--- src/design/bavg_pkg.sv ---
// bavg_pkg: shared types and constants of the block average downsampler
// item record passed from the front end to the back end through the queue
// no dependencies
`timescale 1ns / 1ps

package bavg_pkg;

	localparam int PIX_W       = 8;
	localparam int IDX_W       = 6;   // holds block indexes up to 63
	localparam int OUT_IDX_W   = 4;
	localparam int SUM_W       = 25;
	localparam int IN_DATA_W   = 8;
	localparam int OUT_DATA_W  = 40;
	localparam int QUEUE_DEPTH = 4;
	localparam int QPTR_W      = 2;

	localparam logic KIND_BLOCK = 1'b0;
	localparam logic KIND_FRAME = 1'b1;

	typedef struct packed {
		logic [PIX_W-1:0] pix;
		logic             start;
		logic             run_first;
		logic             run_last;
		logic             block_done;
		logic             frame_done;
		logic [IDX_W-1:0] bcol;
		logic [IDX_W-1:0] brow;
	} item_t;

endpackage

--- src/design/bavg_ram.sv ---
// bavg_ram: generic single write port, single read port ram with registered read
// no dependencies
`timescale 1ns / 1ps

module bavg_ram #(
	parameter int WIDTH = 8,
	parameter int DEPTH = 16,
	parameter int AW    = (DEPTH > 1) ? $clog2(DEPTH) : 1
) (
	input  logic             clk,
	input  logic             wr_en,
	input  logic [AW-1:0]    wr_addr,
	input  logic [WIDTH-1:0] wr_data,
	input  logic             rd_en,
	input  logic [AW-1:0]    rd_addr,
	output logic [WIDTH-1:0] rd_data
);

	logic [WIDTH-1:0] mem_q [DEPTH];

	always_ff @(posedge clk) begin
		if (wr_en) begin
			mem_q[wr_addr] <= wr_data;
		end
		if (rd_en) begin
			rd_data <= mem_q[rd_addr];
		end
	end

endmodule

--- src/design/bavg_fifo.sv ---
// bavg_fifo: short queue of classified pixel items between front and back end
// depends on bavg_pkg
`timescale 1ns / 1ps

module bavg_fifo
	import bavg_pkg::*;
(
	input  logic  clk,
	input  logic  arst_n,
	input  logic  push,
	input  item_t push_item,
	output logic  full,
	input  logic  pop,
	output logic  head_valid,
	output item_t head
);

	item_t               buf_q [QUEUE_DEPTH];
	logic [QPTR_W-1:0]   wr_ptr_q;
	logic [QPTR_W-1:0]   rd_ptr_q;
	logic [QPTR_W:0]     count_q;

	assign full       = (count_q == (QPTR_W + 1)'(QUEUE_DEPTH));
	assign head_valid = (count_q != '0);
	assign head       = buf_q[rd_ptr_q];

	always_ff @(posedge clk) begin
		if (push) begin
			buf_q[wr_ptr_q] <= push_item;
		end
	end

	always_ff @(posedge clk or negedge arst_n) begin
		if (!arst_n) begin
			wr_ptr_q <= '0;
			rd_ptr_q <= '0;
			count_q  <= '0;
		end else begin
			if (push) begin
				wr_ptr_q <= wr_ptr_q + 1'b1;
			end
			if (pop) begin
				rd_ptr_q <= rd_ptr_q + 1'b1;
			end
			unique case ({push, pop})
				2'b10:   count_q <= count_q + 1'b1;
				2'b01:   count_q <= count_q - 1'b1;
				default: count_q <= count_q;
			endcase
		end
	end

endmodule

--- src/design/bavg_front.sv ---
// bavg_front: accepts pixels, tracks the raster position and classifies each pixel
// depends on bavg_pkg; feeds bavg_fifo
`timescale 1ns / 1ps

module bavg_front
	import bavg_pkg::*;
#(
	parameter int BLOCK_SIZE    = 20,
	parameter int BLOCKS_ACROSS = 16,
	parameter int BLOCKS_DOWN   = 12
) (
	input  logic                 clk,
	input  logic                 arst_n,
	input  logic                 s_tvalid,
	output logic                 s_tready,
	input  logic [IN_DATA_W-1:0] s_tdata,
	input  logic                 s_tuser,
	output logic                 q_push,
	output item_t                q_item,
	input  logic                 q_full
);

	localparam int IW = (BLOCK_SIZE > 1) ? $clog2(BLOCK_SIZE) : 1;

	logic [IW-1:0]    xin_q, yin_q;
	logic [IDX_W-1:0] bcol_q, brow_q;
	logic [IW-1:0]    cur_x, cur_y;
	logic [IDX_W-1:0] cur_bc, cur_br;
	logic             last_x, last_y, last_bc, last_br;

	assign s_tready = !q_full;
	assign q_push   = s_tvalid && !q_full;

	always_comb begin
		// frame start restarts the position before the pixel is classified
		cur_x  = s_tuser ? '0 : xin_q;
		cur_y  = s_tuser ? '0 : yin_q;
		cur_bc = s_tuser ? '0 : bcol_q;
		cur_br = s_tuser ? '0 : brow_q;
		last_x  = (cur_x == IW'(BLOCK_SIZE - 1));
		last_y  = (cur_y == IW'(BLOCK_SIZE - 1));
		last_bc = (cur_bc == IDX_W'(BLOCKS_ACROSS - 1));
		last_br = (cur_br == IDX_W'(BLOCKS_DOWN - 1));
		q_item.pix        = s_tdata[PIX_W-1:0];
		q_item.start      = s_tuser;
		q_item.run_first  = (cur_x == '0);
		q_item.run_last   = last_x;
		q_item.block_done = last_x && last_y;
		q_item.frame_done = last_x && last_y && last_bc && last_br;
		q_item.bcol       = cur_bc;
		q_item.brow       = cur_br;
	end

	always_ff @(posedge clk or negedge arst_n) begin
		if (!arst_n) begin
			xin_q  <= '0;
			yin_q  <= '0;
			bcol_q <= '0;
			brow_q <= '0;
		end else if (q_push) begin
			if (!last_x) begin
				xin_q  <= cur_x + 1'b1;
				bcol_q <= cur_bc;
				yin_q  <= cur_y;
				brow_q <= cur_br;
			end else if (!last_bc) begin
				xin_q  <= '0;
				bcol_q <= cur_bc + 1'b1;
				yin_q  <= cur_y;
				brow_q <= cur_br;
			end else if (!last_y) begin
				xin_q  <= '0;
				bcol_q <= '0;
				yin_q  <= cur_y + 1'b1;
				brow_q <= cur_br;
			end else begin
				xin_q  <= '0;
				bcol_q <= '0;
				yin_q  <= '0;
				brow_q <= last_br ? '0 : cur_br + 1'b1;
			end
		end
	end

endmodule

--- src/design/bavg_back.sv ---
// bavg_back: accumulates column runs into the block sum memory and the frame total,
// emits block and frame results through an output register
// depends on bavg_pkg and bavg_ram
`timescale 1ns / 1ps

module bavg_back
	import bavg_pkg::*;
#(
	parameter int BLOCK_SIZE    = 20,
	parameter int BLOCKS_ACROSS = 16
) (
	input  logic                 clk,
	input  logic                 arst_n,
	input  logic                 q_valid,
	input  item_t                q_item,
	output logic                 q_pop,
	output logic                 m_tvalid,
	input  logic                 m_tready,
	output logic                 m_kind,
	output logic                 m_last,
	output logic [OUT_IDX_W-1:0] m_row,
	output logic [OUT_IDX_W-1:0] m_col,
	output logic [SUM_W-1:0]     m_sum
);

	localparam int AW = (BLOCKS_ACROSS > 1) ? $clog2(BLOCKS_ACROSS) : 1;
	localparam int SW = $clog2(BLOCK_SIZE * BLOCK_SIZE * 255 + 1);

	item_t                    item_s1;
	logic                     valid_s1;
	logic                     fwd_s1;
	logic [SW-1:0]            fwd_data_s1;
	logic                     phase_q;
	logic [SW-1:0]            acc_q;
	logic [SUM_W-1:0]         ft_q;
	logic [BLOCKS_ACROSS-1:0] bvalid_q;
	logic [BLOCKS_ACROSS-1:0] bvalid_d;

	logic [SW-1:0]    rd_data;
	logic [SW-1:0]    base;
	logic [SW-1:0]    blk_sum;
	logic [SUM_W:0]   ft_add;
	logic [SUM_W-1:0] ft_sum;
	logic [AW-1:0]    addr_s1;
	logic             out_free, emit, leave, wr_en;

	assign addr_s1 = item_s1.bcol[AW-1:0];

	always_comb begin
		// a run starts from the stored column sum, the sum just written back or zero
		priority if (item_s1.start) begin
			base = '0;
		end else if (fwd_s1) begin
			base = fwd_data_s1;
		end else if (bvalid_q[addr_s1]) begin
			base = rd_data;
		end else begin
			base = '0;
		end
		blk_sum = (item_s1.run_first ? base : acc_q) + SW'(item_s1.pix);
		ft_add  = {1'b0, (item_s1.start ? SUM_W'(0) : ft_q)} + (SUM_W + 1)'(item_s1.pix);
		ft_sum  = ft_add[SUM_W] ? '1 : ft_add[SUM_W-1:0];

		out_free = !m_tvalid || m_tready;
		emit     = valid_s1 && item_s1.block_done && out_free;
		leave    = valid_s1 && (!item_s1.block_done ||
			(out_free && (phase_q || !item_s1.frame_done)));
		q_pop    = q_valid && (!valid_s1 || leave);
		wr_en    = leave && item_s1.run_last && !item_s1.block_done;

		bvalid_d = item_s1.start ? '0 : bvalid_q;
		if (item_s1.block_done) begin
			bvalid_d[addr_s1] = 1'b0;
		end else if (item_s1.run_last) begin
			bvalid_d[addr_s1] = 1'b1;
		end
	end

	bavg_ram #(
		.WIDTH (SW),
		.DEPTH (BLOCKS_ACROSS),
		.AW    (AW)
	) u_sums (
		.clk     (clk),
		.wr_en   (wr_en),
		.wr_addr (addr_s1),
		.wr_data (blk_sum),
		.rd_en   (q_pop),
		.rd_addr (q_item.bcol[AW-1:0]),
		.rd_data (rd_data)
	);

	always_ff @(posedge clk) begin
		if (q_pop) begin
			item_s1     <= q_item;
			fwd_data_s1 <= item_s1.block_done ? '0 : blk_sum;
		end
		if (leave) begin
			acc_q <= blk_sum;
		end
		if (emit) begin
			if (phase_q) begin
				m_kind <= KIND_FRAME;
				m_last <= 1'b1;
				m_row  <= '0;
				m_col  <= '0;
				m_sum  <= ft_sum;
			end else begin
				m_kind <= KIND_BLOCK;
				m_last <= !item_s1.frame_done;
				m_row  <= item_s1.brow[OUT_IDX_W-1:0];
				m_col  <= item_s1.bcol[OUT_IDX_W-1:0];
				m_sum  <= SUM_W'(blk_sum);
			end
		end
	end

	always_ff @(posedge clk or negedge arst_n) begin
		if (!arst_n) begin
			valid_s1 <= 1'b0;
			fwd_s1   <= 1'b0;
			phase_q  <= 1'b0;
			ft_q     <= '0;
			bvalid_q <= '0;
			m_tvalid <= 1'b0;
		end else begin
			if (q_pop) begin
				valid_s1 <= 1'b1;
				fwd_s1   <= leave && item_s1.run_last &&
					(addr_s1 == q_item.bcol[AW-1:0]);
			end else if (leave) begin
				valid_s1 <= 1'b0;
				fwd_s1   <= 1'b0;
			end
			if (leave) begin
				phase_q  <= 1'b0;
				ft_q     <= item_s1.frame_done ? '0 : ft_sum;
				bvalid_q <= bvalid_d;
			end else if (emit) begin
				phase_q <= 1'b1;
			end
			if (emit) begin
				m_tvalid <= 1'b1;
			end else if (m_tready) begin
				m_tvalid <= 1'b0;
			end
		end
	end

	a_phase_frame: assert property (@(posedge clk) disable iff (!arst_n)
		phase_q |-> (valid_s1 && item_s1.frame_done))
		else $error("second result phase without a frame end item");

	a_fwd_held: assert property (@(posedge clk) disable iff (!arst_n)
		fwd_s1 |-> valid_s1)
		else $error("forwarded sum with empty stage");

	a_frame_two: assert property (@(posedge clk) disable iff (!arst_n)
		(leave && item_s1.frame_done) |-> phase_q)
		else $error("frame end item left before its frame result");

endmodule

--- src/design/block_average_downsampler_top.sv ---
// Block average downsampler: 8-bit grey pixels in raster order; the frame is
// BLOCKS_ACROSS by BLOCKS_DOWN blocks of BLOCK_SIZE square pixels. Each block's
// last pixel yields that block's exact pixel sum (tuser 0); the frame's last pixel
// yields the block sum and then the frame sum (tuser 1, saturating at 2^25-1),
// tlast marking the last result of a pixel. tuser on the input restarts the frame.
// One pixel is taken per clock while the queue has room; a frame's last pixel
// holds the back end for both results, which the four-entry queue absorbs. Column
// sums live in a small ram read when an item leaves the queue; valid bits clear it
// at once on reset and frame start, so no clearing pass is needed.
// depends on bavg_pkg, bavg_front, bavg_fifo, bavg_back, bavg_ram
`timescale 1ns / 1ps

module block_average_downsampler_top
	import bavg_pkg::*;
#(
	parameter int BLOCK_SIZE    = 20,
	parameter int BLOCKS_ACROSS = 16,
	parameter int BLOCKS_DOWN   = 12
) (
	input  logic                  clk,
	input  logic                  arst_n,
	input  logic                  s_tvalid,
	output logic                  s_tready,
	input  logic [IN_DATA_W-1:0]  s_tdata,   // [7:0] pixel
	input  logic                  s_tuser,   // frame_start
	output logic                  m_tvalid,
	input  logic                  m_tready,
	output logic [OUT_DATA_W-1:0] m_tdata,   // [3:0] block_row, [7:4] block_col,
	                                         // [32:8] pixel_sum, rest zero
	output logic                  m_tuser,   // kind
	output logic                  m_tlast    // last
);

	logic                 q_push, q_full, q_valid, q_pop;
	item_t                push_item, head_item;
	logic [OUT_IDX_W-1:0] row, col;
	logic [SUM_W-1:0]     sum;

	bavg_front #(
		.BLOCK_SIZE    (BLOCK_SIZE),
		.BLOCKS_ACROSS (BLOCKS_ACROSS),
		.BLOCKS_DOWN   (BLOCKS_DOWN)
	) u_front (
		.clk      (clk),
		.arst_n   (arst_n),
		.s_tvalid (s_tvalid),
		.s_tready (s_tready),
		.s_tdata  (s_tdata),
		.s_tuser  (s_tuser),
		.q_push   (q_push),
		.q_item   (push_item),
		.q_full   (q_full)
	);

	bavg_fifo u_queue (
		.clk        (clk),
		.arst_n     (arst_n),
		.push       (q_push),
		.push_item  (push_item),
		.full       (q_full),
		.pop        (q_pop),
		.head_valid (q_valid),
		.head       (head_item)
	);

	bavg_back #(
		.BLOCK_SIZE    (BLOCK_SIZE),
		.BLOCKS_ACROSS (BLOCKS_ACROSS)
	) u_back (
		.clk      (clk),
		.arst_n   (arst_n),
		.q_valid  (q_valid),
		.q_item   (head_item),
		.q_pop    (q_pop),
		.m_tvalid (m_tvalid),
		.m_tready (m_tready),
		.m_kind   (m_tuser),
		.m_last   (m_tlast),
		.m_row    (row),
		.m_col    (col),
		.m_sum    (sum)
	);

	assign m_tdata = {(OUT_DATA_W - SUM_W - 2 * OUT_IDX_W)'(0), sum, col, row};

endmodule

--- config.mk ---
export PLATFORM = sky130hd
export DESIGN_NAME = block_average_downsampler_top
export DESIGN_NICKNAME = d
export VERILOG_FILES = /design/src/design/bavg_pkg.sv /design/src/design/bavg_ram.sv /design/src/design/bavg_fifo.sv /design/src/design/bavg_front.sv /design/src/design/bavg_back.sv /design/src/design/block_average_downsampler_top.sv
export SDC_FILE = /design/constraint.sdc
export NUM_CORES = 1
export LEC_CHECK = 0
export BUFFER_PORTS_ARGS = -buffer_cell sky130_fd_sc_hd__clkbuf_2
export CAP_MARGIN = 20
export CORE_MARGIN = 3
export CORE_UTILIZATION = 35
export DETAILED_ROUTE_END_ITERATION = 8
export PLACE_DENSITY_LB_ADDON = 0.05
export SYNTH_ARGS = -nofsm -noshare
export SYNTH_HDL_FRONTEND = slang
export SYNTH_HIERARCHICAL = 1
export SYNTH_SLANG_ARGS = --single-unit
--- constraint.sdc ---
create_clock -name clk -period 11.46 [get_ports clk]
set_input_delay 2.292 -clock clk [delete_from_list [all_inputs] [get_ports clk]]
set_output_delay 2.292 -clock clk [all_outputs]
set_load 0.005 [all_outputs]
==> impl_metrics.yaml, run 1 <==
cts:
  cts_hold_buf: 0
  cts_tree: "built"
  h-tree-depth: 2
  cts_setup_buffers: 0
  cts_resized: 0
  clk_latency_ns: 0.62
  clockBufferDepth: 3
  cts_buffers: 60
  cts.sinks: 537
  clk_pin_slew_ns: 0.06
  root_buffer: "clkbuf_16"
sta:
  post-route-period-util_pct: 47.1
  tns_ns: 0
  setup_ws_ns: 6.06
  rsz0062_at_grt: "no"
  hold_violations: 0
  setup_viol: 0
  max_freq_ghz: 0.185
  slew_violations: 0
  worstMarginPinSlew_ns: 1.10
  max_slew_margin_pct: 26.2
  min_period_ns: 5.40
  skew_ns: 0.0224
logic_synthesis:
  syn-instance-count: 1474
  ys_warn_count: 6
  syn_avg_cell_area_um2: 15.6
  netlist_area_mm2: 0.0230
placement:
  place_area_mm2: 0.0242
  place.port_buffers: 49
  post-place-ws_ns: 6.05
  gp_congestion: 0.785
  post-dp-hpwl_mm: 34.9
route:
  wl_per_cell_um: 24.6
  drt_iter0_drc: 830
  drt-total-wl_mm: 60.0
  ant_nets: 0
  drtPass1Iterations: 4
  drc_errors: 0
  vias: 12900
  routed_via_density: 5.26
grt:
  antenna_found_initial: 0
  grt_pass1_vias: 13300
  grt_max_degree: 62
  grt_pass1_wl_mm: 88.7
  grt-ovfl-total: 0
  gr-usage-all-layers_pct: 17.7
worst_setup_path:
  cp-start-kind: "register"
  crit_type: "register to register"
  crit_arrival_ns: 5.68
  cp-end-kind: "register"
  ff2ff_setup_slack_ns: 6.06
  critical_path_required_ns: 11.74
  worstPathMaxFanout: 25
final_layout:
  mostFrequentLayoutCells: "edfxtp_1 (463), nand2_1 (94), o21ai_0 (79), mux4_2 (79), dfrtp_1 (74)"
  finalInstanceArea_mm2: 0.0261
  final_layout_size_suffix_gt1_share_pct: 18.2
  layout_commonest_cell: "edfxtp_1"
  nFillCells: 6032
  syn_to_final_growth_pct: 13.6
  multi_input_area_mm2: 0.00667
  final_nets: 1579
  fin_util_pct: 40.3
  seqCellArea_mm2: 0.0158
status:
  status: "complete, no violations"
flow_run:
  cap_violations: 0
power:
  power_density_mw_per_mm2: 319
  ir_drop_mv: 0.129
  p_leak_nw: 9.18
die:
  coreArea_mm2: 0.0647
  boundaryPins: 57
  start_util_pct: 35.5
  chipHeight_um: 262
  die_area_mm2: 0.0687
  dieWidth_um: 262
  fp-row-count: 93
min_path:
  hold_path_class: "register to register"
## registers in the layout, summed over array words and instances (netlist names), 2 cells and up
register / flops
u_front/bcol_q: 6
u_back/m_row: 4
u_queue/buf_q: 84
u_queue/count_q: 3
u_back/acc_q: 17
u_front/xin_q: 5
u_front/brow_q: 6
u_back/m_sum: 25
u_back/addr_s1: 4
u_queue/wr_ptr_q: 2
u_back/u_sums/mem_q: 272
u_back/bvalid_q: 16
u_back/u_sums/rd_data: 17
u_front/yin_q: 5
u_back/ft_q: 25
u_back/fwd_data_s1: 17
u_back/item_s1: 17
u_queue/rd_ptr_q: 2
u_back/m_col: 4
## path summary, 6_finish.rpt
path                                   start  cells after the start                    endpoint
max                        u_back/addr_s1[1]                     18  u_back/u_sums/mem_q[6][16]
min                           u_back/ft_q[4]                      2              u_back/ft_q[4]
max reg2reg                u_back/addr_s1[1]                     18  u_back/u_sums/mem_q[6][16]
min reg2reg                   u_back/ft_q[4]                      2              u_back/ft_q[4]
max in group asynchronous             arst_n                      2            u_front/xin_q[4]
min in group asynchronous             arst_n                      1              u_back/ft_q[3]
## power breakdown
part,switching [W],total [W],internal (W)
Sequential,0.000231,0.00340,0.00317
Clock,0.000775,0.00184,0.00107
Combinational,0.00204,0.00307,0.00103
## final cells by class
cell class	instances	area share, %
inverters	46	0.667
repair buffers	84	1.95
well taps	855	4.10
multi-input cells	807	25.6
clock buffers	81	6.29
flip-flops and latches	537	60.4
clock inverters	31	0.988
diodes	1	0.00960
## critical path, stage by stage (launching register included)
cell       delay [ns]
edfxtp_1         1.01
mux2i_1          0.21
a221oi_2         0.33
nand3_2          0.14
a21oi_1          0.63
a22oi_1          0.14
o2bb2ai_1        0.18
ha_1             0.19
inv_1            0.06
fa_1             0.39
nor2b_1          0.12
o21ai_0          0.10
a21oi_1          0.16
nor2_1           0.08
a22o_1           0.24
nor2_1           0.29
nand4_1          0.18
xor2_1           0.31
inv_1            0.30
## stage by stage
stage | power (W) | std cells | hold WS [ns]
finish | 0.00831 | 2442 | 0.470
global route | 0.00884 | 2441 | 0.496
CTS | 0.00846 | 2441 | 0.477
detailed placement | 0.00657 | 2329 | 0.464
global placement | 0.00655 | 2328 | 0.457
floorplan | 0.00535 | 1480 | 0.439
## routing by layer
layer  routed length [µm]  up-vias  global-route usage [%]  part of all wire [%]
met5                    0        -                       0                     0
met4                 1510        0                    5.36                   2.5
met2                28200      262                    28.5                    47
li1                     -     5789                       -                     -
met1                27600     6710                    24.5                    46
met3                 2640       89                    3.20                   4.4
Note: power is estimated with default switching activity, not from simulation.
==> inputs of run 2 (changes only) <==
- clock period: 11.46 -> 4.55 ns (I/O delays scaled with it)
==> impl_metrics.yaml, run 2 (synthesis results as in run 1) <==
route:
  drt_iter0_drc: 1019
  vias: 13000
  wl_per_cell_um: 24.5
  drc_errors: 0
  drtPass1Iterations: 5
  ant_nets: 0
  routed_via_density: 5.26
  drt-total-wl_mm: 60.4
grt:
  grt_pass1_wl_mm: 89.5
  gr-usage-all-layers_pct: 17.8
  grt-ovfl-total: 0
  grt_pass1_vias: 13300
  antenna_found_initial: 0
  grt_max_degree: 58
worst_setup_path:
  r2r_start: "u_back/addr_s1[1]"
  ff2ff_setup_slack_ns: 0.33
  cp-end-kind: "register"
  worstPathMaxFanout: 17
  endpoint: "u_back/u_sums/mem_q[9][12]"
  cp-start-kind: "register"
  critical_path_required_ns: 4.88
  ff2ff_path_depth: 19
  startpoint: "u_back/addr_s1[1]"
  crit_type: "register to register"
  crit_arrival_ns: 4.55
  r2r_end: "u_back/u_sums/mem_q[9][12]"
die:
  dieWidth_um: 262
  die_area_mm2: 0.0687
  start_util_pct: 35.5
  chipHeight_um: 262
  boundaryPins: 57
  coreArea_mm2: 0.0647
  fp-row-count: 93
cts:
  cts.sinks: 537
  cts_resized: 0
  root_buffer: "clkbuf_16"
  cts_buffers: 60
  cts_hold_buf: 0
  cts_setup_buffers: 0
  cts_tree: "built"
  h-tree-depth: 2
  clockBufferDepth: 3
  clk_latency_ns: 0.63
  clk_pin_slew_ns: 0.07
sta:
  setup_viol: 0
  whs_ns: 0.339
  rsz0062_at_grt: "no"
  hold_violations: 0
  max_slew_margin_pct: 28.0
  post-route-period-util_pct: 92.7
  max_freq_ghz: 0.237
  tns_ns: 0
  worstMarginPinSlew_ns: 1.07
  min_period_ns: 4.22
  skew_ns: 0.0316
  slew_violations: 0
final_layout:
  final_layout_size_suffix_gt1_share_pct: 21.0
  fin_util_pct: 41.0
  regMostFlops: "u_back/u_sums/mem_q"
  layout_commonest_cell: "edfxtp_1"
  syn_to_final_growth_pct: 15.5
  reg.largest.list: "u_back/u_sums/mem_q (272), u_queue/buf_q (84)"
  largest_reg_flops: 272
  mostFrequentLayoutCells: "edfxtp_1 (463), nand2_1 (94), o21ai_0 (79), mux4_2 (79), dfrtp_1 (74)"
  n_antenna_cell: 0
  nFillCells: 6011
  final_nets: 1608
placement:
  gp_congestion: 0.764
  place.port_buffers: 49
  post-dp-hpwl_mm: 36.7
power:
  ir_drop_mv: 0.419
  power_density_mw_per_mm2: 818
  p_leak_nw: 9.44
  finalPower_w: 0.0217
status:
  status: "complete, no violations"
flow_run:
  cap_violations: 0
min_path:
  hold_path_class: "input port to async pin"
## run 2: cell types whose count changed in the layout (fill, tap and decap cells not counted), moves of 3 or more
cell / previous run / this run
nor2_2: 0 / 4
clkinv_1: 14 / 10
clkbuf_1: 15 / 6
clkinvlp_4: 1 / 4
nor2_4: 13 / 10
buf_12: 0 / 4
buf_4: 35 / 61
clkbuf_8: 6 / 1
inv_1: 43 / 40
clkinv_2: 9 / 16
inv_2: 1 / 4
bufinv_16: 3 / 9
## run 2: metrics by stage
stage / setup WS (ns) / std cells / area [µm²]
floorplan: 0.443 / 1480 / 23000
global placement: 0.135 / 2357 / 24400
detailed placement: 0.0467 / 2358 / 24400
CTS: 0.0485 / 2471 / 26500
global route: 0.0197 / 2471 / 26500
finish: 0.331 / 2471 / 26500
## run 2: area by class of cell
cell class                 instances  area [µm²]  area share [%]
multi-input combinational        807        6680            25.2
clock buffer                      68        1560            5.89
clock inverter                    45         502            1.89
sequential                       537       15800            59.4
tap                              855        1070            4.03
timing repair buffer             113         778            2.93
inverter                          46         174           0.656
## run 2: worst max-delay path, cell delays in order (launching register included)
cell and delay [ns]:
edfxtp_1 0.46, buf_4 0.22, mux2i_1 0.12, a22oi_1 0.20
nand4_1 0.22, a21oi_2 0.26, a22oi_1 0.10, o2bb2ai_1 0.16
ha_1 0.20, inv_1 0.06, fa_1 0.39, nor2b_1 0.12
o21ai_0 0.10, a21oi_1 0.17, nor2_1 0.09, a22o_1 0.25
nor2_2 0.22, nand3_1 0.12, xor2_1 0.28, inv_2 0.19
## run 2: worst min path at each step
| stage | to | slack [ns] | cells after the start |
|---|---|---|---|
| after floorplan | u_front/brow_q[5] | 0.44 | 1 |
| after global placement | u_back/ft_q[3] | 0.45 | 2 |
| final | u_back/ft_q[10] | 0.34 | 1 |
| after global routing | u_back/ft_q[23] | 0.38 | 1 |
| after CTS | u_back/ft_q[10] | 0.34 | 1 |
| after detailed placement | u_front/brow_q[5] | 0.46 | 1 |
## run 2: layer usage
metal / track usage, % / up-vias / share of wire [%]
li1: - / 5864 / -
met1: 25.7 / 6782 / 47
met2: 28.5 / 273 / 47
met3: 2.38 / 75 / 3.8
met4: 4.66 / 0 / 2.1
met5: 0 / - / 0
## run 2: where the power goes
part           total [W]  internal [W]  switching, W
sequential       0.00849       0.00798      0.000512
combinational    0.00818       0.00286       0.00531
clock            0.00502       0.00299       0.00203
total             0.0217        0.0138       0.00785
